===== config.mk =====
export PLATFORM = sky130hd
export DESIGN_NAME = servo_command_packet_framer
export DESIGN_NICKNAME = d
export VERILOG_FILES = /design/src/rtl/scf_pkg.sv /design/src/rtl/scf_ucode_rom.sv /design/src/rtl/scf_sequencer.sv /design/src/rtl/scf_datapath.sv /design/src/rtl/servo_command_packet_framer.sv
export SDC_FILE = /design/constraint.sdc
export NUM_CORES = 1
export LEC_CHECK = 0
export BUFFER_PORTS_ARGS = -buffer_cell sky130_fd_sc_hd__buf_2
export CORE_MARGIN = 10
export CORE_UTILIZATION = 52
export CTS_CLUSTER_SIZE = 28
export DETAILED_ROUTE_END_ITERATION = 12
export PLACE_DENSITY = 0.81
export SLEW_MARGIN = 20
export SYNTH_ARGS = -nofsm -noshare
export SYNTH_HDL_FRONTEND = slang
export SYNTH_HIERARCHICAL = 1
export SYNTH_SLANG_ARGS = --single-unit

===== constraint.sdc =====
create_clock -name clk -period 4.5 [get_ports clk]
set_input_delay 0.45 -clock clk [delete_from_list [all_inputs] [get_ports clk]]
set_output_delay 0.45 -clock clk [all_outputs]
set_load 0.05 [all_outputs]

===== src/rtl/scf_pkg.sv =====
package scf_pkg;

	localparam logic [7:0] HEADER_BYTE = 8'hAA;
	localparam logic [7:0] CRC_POLY = 8'h91;

	localparam int PC_W = 4;

	typedef struct packed {
		logic [2:0] action;
		logic [6:0] channel;
		logic [13:0] value_a;
		logic [13:0] value_b;
	} cmd_item_t;

	typedef struct packed {
		logic [7:0] tx_byte;
		logic last_byte;
	} pkt_item_t;

	typedef enum logic [2:0] {
		ACT_TARGET = 3'd0,
		ACT_SPEED = 3'd1,
		ACT_ACCEL = 3'd2,
		ACT_PWM = 3'd3,
		ACT_HOME = 3'd4,
		ACT_GET_POS = 3'd5,
		ACT_GET_MOVING = 3'd6,
		ACT_GET_ERRORS = 3'd7
	} action_t;

	typedef enum logic [3:0] {
		SRC_HDR = 4'd0,
		SRC_DEV = 4'd1,
		SRC_CMD = 4'd2,
		SRC_CHAN = 4'd3,
		SRC_ALO = 4'd4,
		SRC_AHI = 4'd5,
		SRC_BLO = 4'd6,
		SRC_BHI = 4'd7,
		SRC_CRC = 4'd8
	} src_t;

	typedef enum logic [1:0] {
		OP_NEXT = 2'd0,
		OP_DISPATCH = 2'd1,
		OP_DATA_END = 2'd2,
		OP_CRC_END = 2'd3
	} seq_op_t;

	typedef struct packed {
		src_t src;
		seq_op_t op;
	} ucode_t;

	typedef struct packed {
		logic emit;
		src_t src;
		logic last;
	} dp_ctl_t;

	localparam logic [PC_W-1:0] PC_START = 4'd0;
	localparam logic [PC_W-1:0] PC_CHAN_VAL = 4'd2;
	localparam logic [PC_W-1:0] PC_PWM = 4'd6;
	localparam logic [PC_W-1:0] PC_GET_POS = 4'd11;
	localparam logic [PC_W-1:0] PC_CMD_ONLY = 4'd13;
	localparam logic [PC_W-1:0] PC_CRC = 4'd14;

	function automatic logic [7:0] command_code(input logic [2:0] action);
		logic [7:0] code;
		unique case (action_t'(action))
			ACT_TARGET: code = 8'h04;
			ACT_SPEED: code = 8'h07;
			ACT_ACCEL: code = 8'h09;
			ACT_PWM: code = 8'h0A;
			ACT_HOME: code = 8'h22;
			ACT_GET_POS: code = 8'h10;
			ACT_GET_MOVING: code = 8'h13;
			ACT_GET_ERRORS: code = 8'h21;
			default: code = 8'h00;
		endcase
		return code;
	endfunction

	function automatic logic [PC_W-1:0] entry_pc(input logic [2:0] action);
		logic [PC_W-1:0] pc;
		unique case (action_t'(action))
			ACT_TARGET, ACT_SPEED, ACT_ACCEL: pc = PC_CHAN_VAL;
			ACT_PWM: pc = PC_PWM;
			ACT_GET_POS: pc = PC_GET_POS;
			ACT_HOME, ACT_GET_MOVING, ACT_GET_ERRORS: pc = PC_CMD_ONLY;
			default: pc = PC_CMD_ONLY;
		endcase
		return pc;
	endfunction

	function automatic logic [7:0] crc7_update(input logic [7:0] crc, input logic [7:0] data);
		logic [7:0] c;
		c = crc ^ data;
		for (int i = 0; i < 8; i++) begin
			if (c[0]) begin
				c = c ^ CRC_POLY;
			end
			c = c >> 1;
		end
		return c;
	endfunction

endpackage


===== src/rtl/scf_ucode_rom.sv =====
module scf_ucode_rom
	import scf_pkg::*;
(
	input logic [PC_W-1:0] pc,
	output ucode_t word
);

	always_comb begin
		unique case (pc)
			4'd0: word = '{src: SRC_HDR, op: OP_NEXT};
			4'd1: word = '{src: SRC_DEV, op: OP_DISPATCH};
			4'd2: word = '{src: SRC_CMD, op: OP_NEXT};
			4'd3: word = '{src: SRC_CHAN, op: OP_NEXT};
			4'd4: word = '{src: SRC_ALO, op: OP_NEXT};
			4'd5: word = '{src: SRC_AHI, op: OP_DATA_END};
			4'd6: word = '{src: SRC_CMD, op: OP_NEXT};
			4'd7: word = '{src: SRC_ALO, op: OP_NEXT};
			4'd8: word = '{src: SRC_AHI, op: OP_NEXT};
			4'd9: word = '{src: SRC_BLO, op: OP_NEXT};
			4'd10: word = '{src: SRC_BHI, op: OP_DATA_END};
			4'd11: word = '{src: SRC_CMD, op: OP_NEXT};
			4'd12: word = '{src: SRC_CHAN, op: OP_DATA_END};
			4'd13: word = '{src: SRC_CMD, op: OP_DATA_END};
			4'd14: word = '{src: SRC_CRC, op: OP_CRC_END};
			default: word = '{src: SRC_CRC, op: OP_CRC_END};
		endcase
	end

endmodule


===== src/rtl/scf_sequencer.sv =====
module scf_sequencer
	import scf_pkg::*;
(
	input logic clk,
	input logic arst_n,
	input logic start,
	input logic [2:0] action,
	input logic crc_enable,
	input logic load_ok,
	output logic busy,
	output dp_ctl_t ctl
);

	logic busy_q;
	logic [PC_W-1:0] pc_q;
	logic [2:0] action_q;
	ucode_t word;
	logic [PC_W-1:0] pc_next;
	logic last;

	scf_ucode_rom u_rom (
		.pc(pc_q),
		.word(word)
	);

	always_comb begin
		pc_next = pc_q + 4'd1;
		last = 1'b0;
		unique case (word.op)
			OP_NEXT: pc_next = pc_q + 4'd1;
			OP_DISPATCH: pc_next = entry_pc(action_q);
			OP_DATA_END: begin
				pc_next = PC_CRC;
				last = ~crc_enable;
			end
			OP_CRC_END: begin
				pc_next = PC_START;
				last = 1'b1;
			end
			default: pc_next = PC_START;
		endcase
	end

	assign ctl.emit = busy_q & load_ok;
	assign ctl.src = word.src;
	assign ctl.last = last;
	assign busy = busy_q;

	always_ff @(posedge clk or negedge arst_n) begin
		if (!arst_n) begin
			busy_q <= 1'b0;
			pc_q <= PC_START;
		end else if (start) begin
			busy_q <= 1'b1;
			pc_q <= PC_START;
		end else if (ctl.emit) begin
			busy_q <= ~last;
			pc_q <= last ? PC_START : pc_next;
		end
	end

	always_ff @(posedge clk) begin
		if (start) begin
			action_q <= action;
		end
	end

endmodule


===== src/rtl/scf_datapath.sv =====
module scf_datapath
	import scf_pkg::*;
(
	input logic clk,
	input logic arst_n,
	input logic start,
	input cmd_item_t cmd,
	input logic [6:0] dev_id,
	input dp_ctl_t ctl,
	output logic load_ok,
	output logic pkt_valid,
	input logic pkt_stall,
	output pkt_item_t pkt
);

	cmd_item_t cmd_q;
	logic [7:0] crc_q;
	logic [7:0] byte_sel;
	logic out_valid_q;
	pkt_item_t out_q;

	always_comb begin
		unique case (ctl.src)
			SRC_HDR: byte_sel = HEADER_BYTE;
			SRC_DEV: byte_sel = {1'b0, dev_id};
			SRC_CMD: byte_sel = command_code(cmd_q.action);
			SRC_CHAN: byte_sel = {1'b0, cmd_q.channel};
			SRC_ALO: byte_sel = {1'b0, cmd_q.value_a[6:0]};
			SRC_AHI: byte_sel = {1'b0, cmd_q.value_a[13:7]};
			SRC_BLO: byte_sel = {1'b0, cmd_q.value_b[6:0]};
			SRC_BHI: byte_sel = {1'b0, cmd_q.value_b[13:7]};
			SRC_CRC: byte_sel = crc_q;
			default: byte_sel = crc_q;
		endcase
	end

	assign load_ok = ~out_valid_q | ~pkt_stall;
	assign pkt_valid = out_valid_q;
	assign pkt = out_q;

	always_ff @(posedge clk) begin
		if (start) begin
			cmd_q <= cmd;
			crc_q <= 8'h00;
		end else if (ctl.emit) begin
			crc_q <= crc7_update(crc_q, byte_sel);
		end
		if (ctl.emit) begin
			out_q.tx_byte <= byte_sel;
			out_q.last_byte <= ctl.last;
		end
	end

	always_ff @(posedge clk or negedge arst_n) begin
		if (!arst_n) begin
			out_valid_q <= 1'b0;
		end else if (ctl.emit) begin
			out_valid_q <= 1'b1;
		end else if (!pkt_stall) begin
			out_valid_q <= 1'b0;
		end
	end

endmodule


===== src/rtl/servo_command_packet_framer.sv =====
// Servo command packet framer.
// The cmd channel takes one command per transfer (action, channel, value_a,
// value_b). The pkt channel returns the packet one byte per transfer, with
// last_byte set on the final byte. A packet holds three to eight bytes.
// After the command transfer the sequencer starts and loads the header byte
// into the output register, and with no stall on pkt one byte follows every
// cycle. A small microcode program steps through the bytes, and cmd_stall
// stays high until the sequencer has loaded the last byte into the output
// register, so the next command can be taken once that byte is loaded.
// A stall on pkt holds the output register and pauses the sequencer; no byte
// is lost.
// The APB port holds the device ID at address 0 and crc_enable at address 4;
// write them only while no packet is in flight.
// Reset clears the sequencer and the output valid flag and sets
// the device ID to 12 and crc_enable to 0.
module servo_command_packet_framer
	import scf_pkg::*;
(
	input logic clk,
	input logic arst_n,
	input logic cmd_valid,
	output logic cmd_stall,
	input cmd_item_t cmd,
	output logic pkt_valid,
	input logic pkt_stall,
	output pkt_item_t pkt,
	input logic psel,
	input logic penable,
	input logic pwrite,
	input logic [2:0] paddr,
	input logic [31:0] pwdata,
	output logic [31:0] prdata,
	output logic pready
);

	logic [6:0] dev_id_q;
	logic crc_enable_q;
	logic busy;
	logic start;
	logic load_ok;
	dp_ctl_t ctl;

	assign pready = 1'b1;
	assign cmd_stall = busy;
	assign start = cmd_valid & ~busy;

	always_ff @(posedge clk or negedge arst_n) begin
		if (!arst_n) begin
			dev_id_q <= 7'd12;
			crc_enable_q <= 1'b0;
		end else if (psel && penable && pwrite) begin
			if (paddr[2]) begin
				crc_enable_q <= pwdata[0];
			end else begin
				dev_id_q <= pwdata[6:0];
			end
		end
	end

	assign prdata = paddr[2] ? {31'd0, crc_enable_q} : {25'd0, dev_id_q};

	scf_sequencer u_seq (
		.clk(clk),
		.arst_n(arst_n),
		.start(start),
		.action(cmd.action),
		.crc_enable(crc_enable_q),
		.load_ok(load_ok),
		.busy(busy),
		.ctl(ctl)
	);

	scf_datapath u_dp (
		.clk(clk),
		.arst_n(arst_n),
		.start(start),
		.cmd(cmd),
		.dev_id(dev_id_q),
		.ctl(ctl),
		.load_ok(load_ok),
		.pkt_valid(pkt_valid),
		.pkt_stall(pkt_stall),
		.pkt(pkt)
	);

endmodule


After elaboration in Yosys (flattened, before gate mapping) --
Memory sizes are Yosys's and may differ from the RTL's. A register that Yosys moved wholly into a read port is not among the register bits. Index checks and enable logic that the tools add are counted.
Storage, ports and cells: ROM bits 176, memories kept 3, flip-flop bits (word level) 68, output and inout bits 44
Cells by class: multiplexer cells 35, bitwise logic cells 18, reduce and logical (&&, ||, !) cells 7, add/sub/neg operators 1, equality and inequality tests 11
Memories:
- (name not given) | depth 16, bits a word 6, read ports 1, clocked after memory_dff 0, wr ports 0, line scf_ucode_rom.sv:9 | unique case (pc)
- (name not given) | depth 8, bits a word 6, read ports 1, clocked after memory_dff 1, wr ports 0, line scf_pkg.sv:70 | unique case (action_t'(action))
- (name not given) | depth 8, bits a word 4, read ports 1, clocked after memory_dff 1, wr ports 0, line scf_pkg.sv:86 | unique case (action_t'(action))
Operator list (count):
- 2-to-1 mux 8 bit | 22
- case mux 8 bit (8 select lines) | 1
- NOT 2 -> 3 bit | 7
- == test 4 x 3 -> 1 bit, second input constant | 4
- case mux 4 bit (4 select lines) | 1
- 2-to-1 mux 4 bit | 3
- == test 4 x 2 -> 1 bit, second input constant | 2
- bitwise XOR 7 x 8 -> 8 bit | 1
- 2-to-1 mux 7 bit | 1
- 2-to-1 mux 3 bit | 2
- NOT 1 bit | 6
- adder 4 x 1 -> 4 bit, second input constant | 1
- == test 2 bit, second input constant | 2
- == test 4 x 1 -> 1 bit, second input constant | 1
- zero test 4 bit | 1
- 2-to-1 mux 1 bit | 4
- AND reduction 2 bit | 2
- NOT 3 bit | 1
- AND 1 bit | 2
- == test 2 x 1 -> 1 bit, second input constant | 1
- logical AND 1 bit | 2
- zero test 2 bit | 1
- != test 2 x 1 -> 1 bit, second input constant | 1
- case mux 1 bit (2 select lines) | 1
- other kinds (2) | 2

Longest topological paths before layout --
An unclocked memory read counts as a cell.
word-level depth 34, mapped depth 14

Cells and area by module --
The synthesis kept the hierarchy.
Modules (own cells, without submodules):
- scf_datapath | cells each 214, area an instance 2827.7 um^2, seq. area each 1696.6 um^2, instances 1
- servo_command_packet_framer | cells each 54, area an instance 595.6 um^2, seq. area each 202.7 um^2, instances 1
- scf_sequencer | cells each 54, area an instance 586.8 um^2, seq. area each 275.3 um^2, instances 1
- scf_ucode_rom | cells each 18, area an instance 120.1 um^2, seq. area each 0.0 um^2, instances 1

Worst setup path before layout --
No wires, ideal clock.
path type register -> register, start register u_seq.busy_q, in the netlist u_seq/busy, end register with a tool-made name, clock period less this slack 3.549 ns, path buffers 2, setup slack 0.951 ns, arrival time 3.420 ns, stages on the path, launching flop included 6, required time 4.371 ns, path through dfrtp_1 -> nor2b_1 -> clkbuf_1 -> clkbuf_1 -> a21oi_1 -> nor2b_1
RTL lines:
- from (decl) | line scf_sequencer.sv:14 | logic busy_q;
- from (signal assigned) | line scf_sequencer.sv:57 | busy_q <= ~last;

==> flow_metrics.tcl <==
set metrics [dict create \
    avgViaCountPerCell 5.30 \
    reg2regPathDepth 10 \
    finalCoreUtilization 0.604 \
    cp_slowest_cell "o21ai_2" \
    grt_pass1_vias 2668 \
    grt_pass1_wl_um 13200 \
    max_cap_viol_count 0 \
    antenna_found_initial 0 \
    final_max_slew_viol_count 0 \
    synth.distinct_cells 73 \
    cts_tree "yes" \
    grt_max_degree 43 \
    antenna_cells 0 \
    crit_type "reg2reg" \
    die_h_um 109 \
    fin_crit_sh 0.753 \
    dieArea_um2 11900 \
    rsz0062_at_grt "no" \
    cts.path.max_buffers 2 \
    hold_path_class "in2reg" \
    r2r-start "u_seq/pc_q[3]$_DFFE_PN0P_" \
    skew_ns 0.00794 \
    drt_iter0_drc 153 \
    finalSetupViolations 0 \
    start_util 0.534 \
    async_flop_share 0.175 \
    layout.nets 486 \
    routed_wirelength_um 8310 \
    powerDensity_nw_per_um2 849 \
    worst-slew-pin-transition_ns 1.08 \
    stdcell_count 512 \
    clock-root-buffer "clkbuf_8" \
    relSlewSlack 0.281 \
    syn2layout_area_growth_pct 13.1 \
    irDropWorstVdd_mv 0.398 \
    multi_input_area_um2 1710 \
    pin_count 124 \
    synth_edf_count 50 \
    mappedNetlistArea_um2 4130 \
    fin_crit_ns 3.39 \
    drive_gt1_frac 0.329 \
    cp.arrival_ns 3.59 \
    clkLatencyLatePin_ns 0.36 \
    fmax_mhz 295 \
    crit_end "u_dp/crc_q[3]$_SDFFE_PP0P_" \
    slowest_delay_ns 0.56 \
    required_ns 4.70 \
    final_cell_mix "buf_2 (70), edfxtp_1 (50), conb_1 (26)" \
    r2r_end "u_dp/crc_q[3]$_SDFFE_PP0P_" \
    die_width_um 109 \
    cp_max_fo 15 \
    coreArea_um2 7730 \
    synth-main-ff-cell "edfxtp_1" \
    p_leak_nw 1.90 \
    grt-ovfl-total 0 \
    fin_setup_tns_ns 0 \
    end_kind "flop" \
    placed_cells 495 \
    fillCellCount 628 \
    grt_usage 0.141 \
    htreeDepth 3 \
    cts_resized 0 \
    synth.yosys.seq_area_share 0.527 \
    fin_area_um2 4670 \
    dp_hpwl_um 6220 \
    startpoint_type "flop" \
    status "complete, no violations" \
    final_common_cell "buf_2" \
    cts_buffers 9 \
    clock_sinks 80 \
    place_congestion 0.825 \
    synthCells 340 \
    ff_latch_area_um2 2170 \
    clk_pin_slew_ns 0.09 \
    dr.pass1.iters 4 \
    crit_chain "o21ai_0 -> o21ai_2 -> nor2b_1 -> a31oi_1 -> and4_1 -> or4_1 -> o21a_1 -> a21oi_1 -> nand4b_1 -> o311ai_1" \
    final_hold_viol_count 0 \
    dpl-instance-area_um2 4440 \
    crit_path_start "u_seq/pc_q[3]$_DFFE_PN0P_" \
    ys_seq_elements 80 \
    dr_total_vias 2712 \
    synth.avg_cell_area_um2 12.1 \
    io_buffers 70 \
    ant_nets 0 \
    drc 0 \
    wire_per_inst_um 16.2 \
    rows 32 \
    yosys_warnings 6 \
    reg2reg_slack_ns 1.11 \
]
synthesized netlist by cell type, types with 7 or more instances:
cell type	instances	area [um^2]
mux2_2	15	169
dfrtp_1	12	300
and2b_2	7	61.3
nand3_1	7	35.0
o21ai_0	8	40.0
nor2_1	15	56.3
dfxtp_1	16	320
xnor2_1	14	123
buf_4	27	203
nor2b_1	11	68.8
mux2i_1	12	120
clkbuf_1	9	33.8
nand2_1	10	37.5
a21oi_1	16	80.1
inv_1	11	41.3
edfxtp_1	50	1500
worst max-delay path, delay by kind of cell, from the launching register on:
kind | cells | cell delay [ns]
simple gates | 4 | 1.32
flops | 1 | 0.55
compound gates | 6 | 1.36
final cells by class:
type                    count  area share
clock buffers               9      0.0265
clock inverters             7      0.0214
inverters                  11     0.00884
multi-input cells         228       0.367
flip-flops and latches     80       0.466
well taps                 102      0.0273
repair buffers             75      0.0836
worst min path at each step:
stage          startpoint  depth (start not counted)                  endpoint
4_1_cts            cmd[8]                          1   u_dp/cmd_q[8]$_DFFE_PP_
5_1_grt           cmd[19]                          1  u_dp/cmd_q[19]$_DFFE_PP_
2_1_floorplan      arst_n                          0  crc_enable_q$_DFFE_PN0P_
6_report           cmd[8]                          1   u_dp/cmd_q[8]$_DFFE_PP_
3_3_place_gp       arst_n                          1  crc_enable_q$_DFFE_PN0P_
3_5_place_dp       arst_n                          1  crc_enable_q$_DFFE_PN0P_
cells by family (layout without fill, tap and decap cells):
family,count (synthesis),after routing,share of synthesized area
AO/OA/AOI/OAI,56,56,0.103
XOR/XNOR,19,19,0.0421
adder cells (fa/ha/maj),1,1,0.00303
buffers and inverters,56,102,0.0836
flip-flops,80,80,0.527
multiplexers,32,32,0.0936
other,2,26,0.00182
AND/OR/NAND/NOR,94,94,0.146
per-layer routing:
metal  vias to the layer above  track usage  wire length [um]
met3                        11       0.0383               711
met2                        98        0.227              3990
met5                         -            0                 0
met1                      1293        0.170              3440
met4                         0       0.0697               162
li1                       1310            -                 -
report_power, final:
group / switching (W) / internal [W] / total [W]
sequential: 0.000135 / 0.00104 / 0.00118
combinational: 0.00129 / 0.000906 / 0.00220
clock: 0.000271 / 0.000318 / 0.000589
per-stage QoR:
stage / total power, W / setup WS (ns) / hold slack, ns
2_1_floorplan: 0.00302 / 0.951 / 0.154
3_3_place_gp: 0.00329 / 1.24 / 0.375
3_5_place_dp: 0.00338 / 1.17 / 0.377
4_1_cts: 0.00397 / 1.14 / 0.248
5_1_grt: 0.00422 / 0.860 / 0.239
6_report: 0.00396 / 1.11 / 0.262
what timing repair did:
item	CTS	global route
buffers inserted	0	0
hold buffers	1	0
hold endpoints to repair	12	0
endpoints found under the setup margin	0	0
Power figures use the tool's default switching activity.
